`src/u8u16_pkg.sv`:
```
// ----------------------------------------------------------------------------
// u8u16_pkg - shared types and constants for the UTF-8 to UTF-16 decoder
// Word types for both channels, the per-byte result bundle and the
// code point limits used by the sequence checks.
// ----------------------------------------------------------------------------
package u8u16_pkg;

    localparam logic [15:0] REPLACEMENT_CHAR = 16'hFFFD;
    localparam logic [20:0] MAX_CODE_POINT   = 21'h10FFFF;
    localparam logic [20:0] SURR_FIRST       = 21'h00D800;
    localparam logic [20:0] SURR_LAST        = 21'h00DFFF;
    localparam logic [20:0] SUPP_BASE        = 21'h010000;
    localparam logic [5:0]  HIGH_SURR_TAG    = 6'b110110;
    localparam logic [5:0]  LOW_SURR_TAG     = 6'b110111;

    // most units one input byte can release
    localparam int unsigned MAX_UNITS = 4;

    typedef struct packed {
        logic [7:0] byte_value;
        logic       end_of_string;
    } t_in_word;

    typedef struct packed {
        logic [15:0] code_unit;
        logic        replaced;
        logic        string_done;
    } t_out_word;

    // all units released by one byte, oldest in slot 0
    typedef struct packed {
        logic [MAX_UNITS-1:0][15:0] unit;
        logic [MAX_UNITS-1:0]       rep;
        logic [2:0]                 count;
        logic                       done;
    } t_bundle;

    // smallest legal value for a sequence with the given continuation count
    function automatic logic [20:0] least_value(input logic [1:0] len);
        logic [20:0] v;
        case (len)
            2'd1:    v = 21'h000080;
            2'd2:    v = 21'h000800;
            2'd3:    v = 21'h010000;
            default: v = 21'h000000;
        endcase
        return v;
    endfunction

endpackage

```
`src/utf8_to_utf16_decoder_top.sv`:
```
// ----------------------------------------------------------------------------
// utf8_to_utf16_decoder_top - UTF-8 byte stream to UTF-16 code units
//
//   channel | dir | handshake                  | word
//   --------+-----+----------------------------+---------------------------
//   in      | in  | i_in_valid / o_in_ready    | byte_value, end_of_string
//   out     | out | o_out_valid / i_out_ready  | code_unit, replaced,
//           |     |                            | string_done
//
// A byte is decoded in the cycle it is accepted; its units sit in the
// result register from the next cycle. Units leave one per cycle while
// i_out_ready is high; a byte giving several units holds the input until
// its last unit is taken; other bytes flow at one per cycle unless held.
// o_in_ready is high when the result register is empty or its final unit
// is being taken this cycle.
// Reset (synchronous, active low) closes any open sequence and empties
// the result register.
// ----------------------------------------------------------------------------
module utf8_to_utf16_decoder_top (
    input  logic                 i_clk,
    input  logic                 i_rst_n,
    input  logic                 i_in_valid,
    output logic                 o_in_ready,
    input  u8u16_pkg::t_in_word  i_in_word,
    output logic                 o_out_valid,
    input  logic                 i_out_ready,
    output u8u16_pkg::t_out_word o_out_word
);
    import u8u16_pkg::*;

    t_bundle bundle;
    logic    advance;

    // word accepted: state steps and the bundle is loaded together
    assign advance = i_in_valid && o_in_ready;

    u8u16_decode u_decode (
        .i_clk     (i_clk),
        .i_rst_n   (i_rst_n),
        .i_advance (advance),
        .i_word    (i_in_word),
        .o_bundle  (bundle)
    );

    u8u16_out_buf u_out_buf (
        .i_clk      (i_clk),
        .i_rst_n    (i_rst_n),
        .i_load     (advance),
        .i_bundle   (bundle),
        .i_ready    (i_out_ready),
        .o_valid    (o_out_valid),
        .o_word     (o_out_word),
        .o_can_load (o_in_ready)
    );

endmodule

```
`src/u8u16_decode.sv`:
```
// ----------------------------------------------------------------------------
// u8u16_decode - sequence state and per-byte decode
// Holds the open-sequence state and turns each accepted byte into a
// bundle of zero to four UTF-16 units.
// ----------------------------------------------------------------------------
module u8u16_decode (
    input  logic               i_clk,
    input  logic               i_rst_n,
    input  logic               i_advance,
    input  u8u16_pkg::t_in_word i_word,
    output u8u16_pkg::t_bundle  o_bundle
);
    import u8u16_pkg::*;

    logic [1:0]  r_exp, n_exp;
    logic [1:0]  r_seen, n_seen;
    logic [20:0] r_cp, n_cp;

    logic [7:0]  b;
    logic        last;
    logic        cont;
    logic        fresh;
    logic        lead;
    logic [20:0] cp_sh;
    logic [19:0] supp;
    logic [2:0]  pre;
    logic [1:0]  t_cnt;
    logic [15:0] t0;
    logic        t0_rep;
    logic [15:0] t1;
    logic [2:0]  tail_idx;

    assign b     = i_word.byte_value;
    assign last  = i_word.end_of_string;
    assign cont  = (b[7:6] == 2'b10);
    assign cp_sh = {r_cp[14:0], b[5:0]};
    assign supp  = 20'(cp_sh - SUPP_BASE);

    always_comb begin
        n_exp  = r_exp;
        n_seen = r_seen;
        n_cp   = r_cp;
        pre    = 3'd0;
        t_cnt  = 2'd0;
        t0     = '0;
        t0_rep = 1'b0;
        t1     = '0;
        fresh  = 1'b0;
        lead   = 1'b0;

        if (r_exp != 2'd0) begin
            if (cont) begin
                n_cp   = cp_sh;
                n_seen = r_seen + 2'd1;
                if (n_seen >= r_exp) begin
                    n_exp  = 2'd0;
                    n_seen = 2'd0;
                    n_cp   = '0;
                    if (cp_sh < least_value(r_exp) || cp_sh > MAX_CODE_POINT ||
                        (cp_sh >= SURR_FIRST && cp_sh <= SURR_LAST)) begin
                        pre = {1'b0, r_exp} + 3'd1;
                    end else if (cp_sh >= SUPP_BASE) begin
                        t_cnt = 2'd2;
                        t0    = {HIGH_SURR_TAG, supp[19:10]};
                        t1    = {LOW_SURR_TAG, supp[9:0]};
                    end else begin
                        t_cnt = 2'd1;
                        t0    = cp_sh[15:0];
                    end
                end else if (last) begin
                    pre = {1'b0, n_seen} + 3'd1;
                end
            end else begin
                // broken sequence: flush what is buffered, then decode afresh
                pre    = {1'b0, r_seen} + 3'd1;
                n_exp  = 2'd0;
                n_seen = 2'd0;
                n_cp   = '0;
                fresh  = 1'b1;
            end
        end else begin
            fresh = 1'b1;
        end

        if (fresh) begin
            if (!b[7]) begin
                t_cnt = 2'd1;
                t0    = {8'h00, b};
            end else if (b[7:5] == 3'b110) begin
                lead  = 1'b1;
                n_exp = 2'd1;
                n_cp  = {16'h0000, b[4:0]};
            end else if (b[7:4] == 4'b1110) begin
                lead  = 1'b1;
                n_exp = 2'd2;
                n_cp  = {17'h00000, b[3:0]};
            end else if (b[7:3] == 5'b11110) begin
                lead  = 1'b1;
                n_exp = 2'd3;
                n_cp  = {18'h00000, b[2:0]};
            end else begin
                t_cnt  = 2'd1;
                t0     = REPLACEMENT_CHAR;
                t0_rep = 1'b1;
            end
            n_seen = 2'd0;
            if (lead && last) begin
                t_cnt  = 2'd1;
                t0     = REPLACEMENT_CHAR;
                t0_rep = 1'b1;
            end
        end

        if (last) begin
            n_exp  = 2'd0;
            n_seen = 2'd0;
            n_cp   = '0;
        end
    end

    // lay out replacements first, then the tail units
    always_comb begin
        o_bundle       = '0;
        o_bundle.count = pre + {1'b0, t_cnt};
        o_bundle.done  = last;
        tail_idx       = '0;
        for (int i = 0; i < MAX_UNITS; i++) begin
            tail_idx = 3'(i) - pre;
            if (3'(i) < pre) begin
                o_bundle.unit[i] = REPLACEMENT_CHAR;
                o_bundle.rep[i]  = 1'b1;
            end else if (tail_idx == 3'd0) begin
                o_bundle.unit[i] = t0;
                o_bundle.rep[i]  = t0_rep;
            end else begin
                o_bundle.unit[i] = t1;
                o_bundle.rep[i]  = 1'b0;
            end
        end
    end

    always_ff @(posedge i_clk) begin
        if (!i_rst_n) begin
            r_exp  <= '0;
            r_seen <= '0;
            r_cp   <= '0;
        end else if (i_advance) begin
            r_exp  <= n_exp;
            r_seen <= n_seen;
            r_cp   <= n_cp;
        end
    end

endmodule

```
`src/u8u16_out_buf.sv`:
```
// ----------------------------------------------------------------------------
// u8u16_out_buf - result register and unit serialiser
// Holds one byte's bundle and hands its units out one word per cycle while i_ready is high.
// ----------------------------------------------------------------------------
module u8u16_out_buf (
    input  logic                i_clk,
    input  logic                i_rst_n,
    input  logic                i_load,
    input  u8u16_pkg::t_bundle  i_bundle,
    input  logic                i_ready,
    output logic                o_valid,
    output u8u16_pkg::t_out_word o_word,
    output logic                o_can_load
);
    import u8u16_pkg::*;

    t_bundle    r_bundle;
    logic [1:0] r_idx;
    logic       r_busy;
    logic       at_last;

    assign at_last    = ({1'b0, r_idx} == r_bundle.count - 3'd1);
    assign o_valid    = r_busy;
    assign o_can_load = !r_busy || (i_ready && at_last);

    assign o_word.code_unit   = r_bundle.unit[r_idx];
    assign o_word.replaced    = r_bundle.rep[r_idx];
    assign o_word.string_done = r_bundle.done && at_last;

    always_ff @(posedge i_clk) begin
        if (!i_rst_n) begin
            r_busy <= 1'b0;
            r_idx  <= '0;
        end else if (i_load) begin
            r_busy <= (i_bundle.count != 3'd0);
            r_idx  <= '0;
        end else if (r_busy && i_ready) begin
            if (at_last) begin
                r_busy <= 1'b0;
            end else begin
                r_idx <= r_idx + 2'd1;
            end
        end
    end

    always_ff @(posedge i_clk) begin
        if (i_load) begin
            r_bundle <= i_bundle;
        end
    end

endmodule

```
`config.mk`:
```
export PLATFORM = sky130hd
export DESIGN_NAME = utf8_to_utf16_decoder_top
export DESIGN_NICKNAME = d
export VERILOG_FILES = /design/src/u8u16_pkg.sv /design/src/utf8_to_utf16_decoder_top.sv /design/src/u8u16_decode.sv /design/src/u8u16_out_buf.sv
export SDC_FILE = /design/constraint.sdc
export NUM_CORES = 1
export LEC_CHECK = 0
export BUFFER_PORTS_ARGS = -buffer_cell sky130_fd_sc_hd__buf_2
export CORE_MARGIN = 2
export CORE_UTILIZATION = 60
export DETAILED_ROUTE_END_ITERATION = 10
export PLACE_DENSITY = 0.79
export SLEW_MARGIN = 15
export SYNTH_ARGS = -nofsm -noshare
export SYNTH_HDL_FRONTEND = slang
export SYNTH_SLANG_ARGS = --single-unit
```
`constraint.sdc`:
```
create_clock -name i_clk -period 4.3 [get_ports i_clk]
set_input_delay 0 -clock i_clk [delete_from_list [all_inputs] [get_ports i_clk]]
set_output_delay 0 -clock i_clk [all_outputs]
set_load 0.02 [all_outputs]
```
---- Word level (Yosys, flattened, before mapping) ----
Index checks and enable logic that the tools add are counted.
cells by class
  multipliers ............................. 0
  divide/modulo/power cells ............... 0
  multiplexer cells ....................... 87
  bitwise operators ....................... 2
  eq/ne operators ......................... 8
  $lt $le $gt $ge ......................... 11
  reduce and logical (&&, ||, !) cells .... 23
  shift operators ......................... 0
  add/subtract/negate cells ............... 12
operator list
  kind                                                        number
  two-way mux 16 bit                                          21
  two-way mux 21 bit                                          12
  case mux 17 bit (3 select lines)                            1
  two-way mux 2 bit                                           25
  binary-select mux 16 bit (select 2 bit)                     1
  >= comparator 21 x 16 -> 1 bit (second input constant)      1
  >= comparator 21 x 17 -> 1 bit (second input constant)      1
  > comparator 21 bit (second input constant)                 1
  <= comparator 21 x 16 -> 1 bit (second input constant)      1
  less-than comparator 21 bit                                 1
  two-way mux 1 bit                                           21
  subtractor 20 x 17 -> 20 bit (second input constant)        1
  two-way mux 3 bit                                           5
  logical NOT 3 bit                                           4
  adder 2 x 1 -> 3 bit (second input constant)                3
  == test 2 bit (second input constant)                       3
  logical AND 1 bit                                           6
  less-than comparator 1 x 3 -> 1 bit (first input constant)  2
  less-than comparator 2 x 3 -> 1 bit (first input constant)  2
  AND reduction 2 bit                                         3
  nonzero test 2 bit                                          3
  nonzero test 3 bit                                          2
  subtractor 1 x 3 -> 3 bit (first input constant)            2
  subtractor 2 x 3 -> 3 bit (first input constant)            2
  15 further kinds                                            19
storage, ports and cells
  latch bits .............................. 0
  bits in read-only memories .............. 0
  memories ................................ 0
  logic and storage cells ................. 158
  output and inout port bits .............. 20
  bits in registers ....................... 100
  RAM bits ................................ 0

---- Logic depth before layout (Yosys ltp) ----
  word-level depth ........................ 21
  gate-level depth with buffers ........... 18
  gate-level depth less buffers ........... 15

---- By module ----
Synthesis repeated with hierarchy kept, for this count alone.
unflattened totals
  cells, all modules ...................... 483
  area, all modules ....................... 5450.2 µm²
by module, submodules not included
  module                     seq. area each (µm²)  area each (µm²)  cells each  times used
  u8u16_out_buf              2222.1                2857.7           125         1
  u8u16_decode               380.4                 2586.2           357         1
  utf8_to_utf16_decoder_top  0.0                   6.3              1           1

---- Least setup slack after synthesis ----
No wires, ideal clock.
  kind .................................... register -> register
  start point ............................. register u_decode.r_exp[0]
  end point ............................... register u_out_buf.r_bundle[47] in the netlist's numbering (data pin)
  arrival ................................. 3732 ps
  slack ................................... 421 ps
  cell stages (with the launch flop) ...... 18
  library setup time ...................... 147 ps
  required time ........................... 4153 ps
  cell sequence ........................... dfxtp_1 ha_1 inv_1 ha_1 or4_1 or4b_1 o21ai_1 a21o_4 a21bo_2 inv_2 ha_1 clkbuf_1 inv_1 o21ai_0 a2111oi_0 nor2_1 buf_2 nand3_1
between the ends
  cells in the longest elaborated chain, start to end .. 19
RTL lines
  item                                                            line                 RTL
  from (decl)                                                     u8u16_decode.sv:15   logic [1:0] r_exp, n_exp;
  from (signal assigned)                                          u8u16_decode.sv:148  r_exp <= n_exp;
  == test 2 bit / == test 2 x 1 -> 1 bit (equally long branches)  u8u16_pkg.sv:41      case (len)
  case mux 17 bit (3 select lines)                                u8u16_pkg.sv:41
  two-way mux 21 bit                                              u8u16_decode.sv:55   if (n_seen >= r_exp) begin
  two-way mux 21 bit                                              u8u16_decode.sv:52   if (cont) begin
  two-way mux 21 bit                                              u8u16_decode.sv:51   if (r_exp != 2'd0) begin
  less-than comparator 21 bit                                     u8u16_decode.sv:59   if (cp_sh < least_value(r_exp) || cp_sh > MAX_CODE_POINT ||
  logical OR 1 bit (2 in series)                                  u8u16_decode.sv:59
  two-way mux 16 bit                                              u8u16_decode.sv:59
  (+2 left out)                                                   -
  two-way mux 16 bit                                              u8u16_decode.sv:51
  two-way mux 16 bit                                              u8u16_decode.sv:97   end else if (b[7:3] == 5'b11110) begin
  two-way mux 16 bit                                              u8u16_decode.sv:93   end else if (b[7:4] == 4'b1110) begin
  two-way mux 16 bit                                              u8u16_decode.sv:89   end else if (b[7:5] == 3'b110) begin
  two-way mux 16 bit                                              u8u16_decode.sv:86   if (!b[7]) begin
  two-way mux 16 bit                                              u8u16_decode.sv:107  if (lead && last) begin
  two-way mux 16 bit                                              u8u16_decode.sv:85   if (fresh) begin
  two-way mux 16 bit                                              u8u16_decode.sv:132  end else if (tail_idx == 3'd0) begin
  to (signal assigned)                                            u8u16_out_buf.sv:48  r_bundle <= i_bundle;
  to (decl)                                                       u8u16_out_buf.sv:17  t_bundle r_bundle;
Several ways; a longest one is shown, not always the timed one. The select of a mux whose other input is x is not followed.
A chain may end at the register's enable or synchronous reset.

---- Worst setup path in the final report ----
  start point ............................. register u_decode.r_seen[0]
  end point ............................... register u_out_buf.r_bundle[44] in the netlist's numbering (data pin)
between the ends
  cells in the longest elaborated chain, start to end .. 12
RTL lines
  item                                                           line                 RTL
  from (decl)                                                    u8u16_decode.sv:16   logic [1:0] r_seen, n_seen;
  from (signal assigned)                                         u8u16_decode.sv:149  r_seen <= n_seen;
  branches (longest 12 deep; another with adder 2 x 1 -> 3 bit)  -
Several ways; the timed one is not identified.

==> results.md <==
* Core ar. at 8720 µm²
* Vias per inst at about 7
* Die height at between 90 and 100 µm
* Final Cycle Share at 92.8%
* H-tree lvl count at 3
* Min Tclk post-route at around 4.0 ns
* CP required at 4.36 ns
* Post-Synth Adder-Cell Area at 5.01%
* Worst vdd ir at 0.190 mV
* CTS tree: yes
* CTS root buffer: clkbuf_8
* Top post-synthesis cells by area: edfxtp_1, dfxtp_1, mux4_2
* Register area share after synthesis at between 40 and 50%
* Final setup fails at 0
* Switch Pwr at 0.000523 W
* Gr usage total at 28.2%
* Least-Margin Pin Slew at around 0.80 ns
* Total Wirelength at 13.6 mm
* #FFs+latches synth at 94
* Max Clock Skew at 0.0107 ns
* Post-DP Area at 5740 µm²
* Slew Limit Fails at 0
* EDFF count, synth at 72
* Clock power share at 32.7%
* Leak pwr at 2.27 nW
* Fin Setup TNS at 0 ns
* Top cell type's share of synthesized area at 40.1%
* Nets at ~570
* Design area at 6010 µm²
* Avg Cell Area, Syn at 11.0 µm²
* Power Dens Cells at 321 nW/µm²
* P&R area growth vs syn at 11.6%
* ANT cells at 0
* First drt pass iteration count at 5
* P_int at 0.00141 W
* Num CTS Buffers at 9
* RSZ-0062 raised after global routing: no
* Synth cell types at 71
* Reg2reg setup slack at about 0.31 ns
* Mux share of post-synthesis cell area at 7.10%
* Count leader, synth: edfxtp_1
* I/O pin total at 33
* Compound-gate portion of the synthesized area at between 20% and 30%
* Deepest clock path buffer count at 2
* Number of global-route vias before repair at 4435
* DRC errors left at 0
* Via count at 4417
* Final HPWL DP at 9.40 mm
* Largest net degree at the start of global routing at 63
* Initial DRC count at 387
* GP Congestion at just under 1
* Worst setup path class: reg -> reg
* Leading area contributor after synthesis: edfxtp_1
* Critical Path AT at about 4.1 ns
* Grt total ovfl at 0
* Final hold violations at 0
* ANT nets after route at 0
* Layout cell share with drive strength beyond 1 at 22.0%
* Post-Synthesis Cells at 492
* Async SR Flop Fraction at 0%
* Status: finished clean
* XOR/XNOR Fraction of Synth Area at 1.14%
* Hold crit path type: in -> reg
* Yosys warns at 0
* Clock sinks at 94
* Max-cap viol count at 0
* Critical Path Sink Type: register
* Sequential Power Share at 54.5%
* CP startpoint kind: register
* Total Power at 0.00193 W
* FP Rows at 34
* Initial antenna violation count at 0
* Worst-path fanout max at 16
* Slew margin rel. at 46.6%
* Initial cell density of the core at approximately three fifths
* Switching Fraction at 27.1%
* Synth Area in Simple Gates at 12.4%
* Part of the power in combinational logic at 12.8%
* Chip width at roughly 99 µm
* First-pass GRT wire length at between 20 and 25 mm
* Die area at about 9800 µm²
* # Post-CTS Setup Buffers at 0
* Largest family of logic cells by synthesized area: compound AO/OA/AOI/OAI gates
* Top_reg_cell synth: edfxtp_1
* Syn Std Cell Area at between 5000 and 6000 µm²
* Port Buf Inserts at 32
* Synthesized net count at 526
* Clock latency at the later pin of the worst-skew pair at approximately 0.37 ns
* Synth top cells by count: edfxtp_1, o21ai_0, nand2_1
* Clock slew at reported path FFs at approximately 0.1 ns
* Fmax at 251 MHz
* Avg WL per Cell at 21.1 µm
## sequential cells by signal, summed over array words and instances, names as in the netlist
register and count:
u_decode.r_seen 2, u_decode.r_cp 15, u_out_buf.o_valid 1, u_out_buf.r_idx 2, u_out_buf.r_bundle 72, u_decode.r_exp 2
## cells by family (layout without fill, tap and decap cells)
logic type               count (synthesis)  after routing
XOR/XNOR                                 7              7
buffers and inverters                   66            110
AO/OA/AOI/OAI                          164            164
multiplexers                            17             17
adder cells (fa/ha/maj)                 21             21
AND/OR/NAND/NOR                        123            123
flip-flops                              94             94
## critical path: stages (launching register included)
cell and delay, ns:
dfxtp_1 0.34, inv_1 0.07, ha_1 0.31, inv_1 0.12
ha_1 0.26, a21oi_1 0.43, nor4b_1 0.17, a31oi_1 0.15
a21bo_2 0.25, inv_2 0.08, ha_1 0.15, inv_1 0.06
o21ai_0 0.29, nor2_1 0.12, nor2_2 0.64, o211ai_1 0.24
## worst paths after layout
path | start | end | cells after the start
min reg2reg | u_decode.r_seen[1]$_SDFFE_PN0P_ | u_decode.r_seen[1]$_SDFFE_PN0P_ | 1
max reg2reg | u_decode.r_seen[0]$_SDFFE_PN0P_ | u_out_buf.r_bundle[44]$_SDFFCE_PN1P_ | 15
min | i_out_ready | u_out_buf.r_idx[0]$_SDFFE_PP0P_ | 4
max | u_decode.r_seen[0]$_SDFFE_PN0P_ | u_out_buf.r_bundle[44]$_SDFFCE_PN1P_ | 15
## final cells by class
class	count	area, µm²
tap	108	135
sequential	94	2600
clock buffer	9	124
clock inverter	7	91.3
inverter	28	106
timing repair buffer	66	440
multi-input combinational	332	2510
fill	638	2710
## metrics by stage
stage | utilization (%) | hold WS, ns | setup slack, ns | instances
2_1_floorplan | - | 0.0989 | 0.421 | 492
3_3_place_gp | 65.8 | 0.337 | 0.287 | 623
3_5_place_dp | 65.8 | 0.346 | 0.0889 | 623
4_1_cts | 68.9 | 0.00708 | 0.0633 | 644
5_1_grt | 69.0 | 0.0339 | 0.0902 | 644
6_report | 69.0 | 0.0172 | 0.311 | 644
## timing repair
action                                 4_1_cts  5_1_grt
endpoints found under the hold margin        9        0
setup endpoints to repair                    0       17
hold buffers                                 5        0
gates resized for setup                      0        2
## power groups by stage
stage	Combinational, W	Clock [W]	Sequential [W]
after floorplan	0.000166	0	0.00107
after global placement	0.000235	0	0.00107
after detailed placement	0.000242	0	0.00107
after CTS	0.000247	0.000633	0.00105
after global routing	0.000267	0.000665	0.00106
final	0.000248	0.000632	0.00105
## per-layer routing
| metal | track usage [%] | routed length (µm) | vias up | share of wire [%] |
|---|---|---|---|---|
| met1 | 36.3 | 5390 | 2149 | 40 |
| met5 | 0 | 0 | - | 0 |
| li1 | - | - | 1998 | - |
| met2 | 47.1 | 6680 | 231 | 49 |
| met3 | 4.61 | 1130 | 39 | 8.3 |
| met4 | 13.1 | 400 | 0 | 2.9 |
## layout by cell type (no fill, tap or decap), types with 3 or more instances in the layout
cell / n
a221oi_1: 5
inv_2: 3
ha_1: 20
a22o_1: 13
a31oi_1: 19
and2_1: 3
inv_1: 23
buf_4: 28
a2111oi_2: 3
o31ai_1: 3
a22oi_1: 3
dfxtp_1: 22
buf_2: 32
a21boi_0: 3
mux4_2: 17
nand3_1: 19
dlygate4sd3_1: 5
nor4_1: 8
nand4_1: 5
a211oi_1: 9
o211ai_1: 22
clkbuf_8: 9
a21oi_1: 24
o21ai_0: 38
nand2_1: 28
nor2_1: 24
edfxtp_1: 72
nor2b_1: 5
xor2_1: 3
nor3_1: 7
xnor2_1: 4
Note: power is estimated with default switching activity, not from simulation.
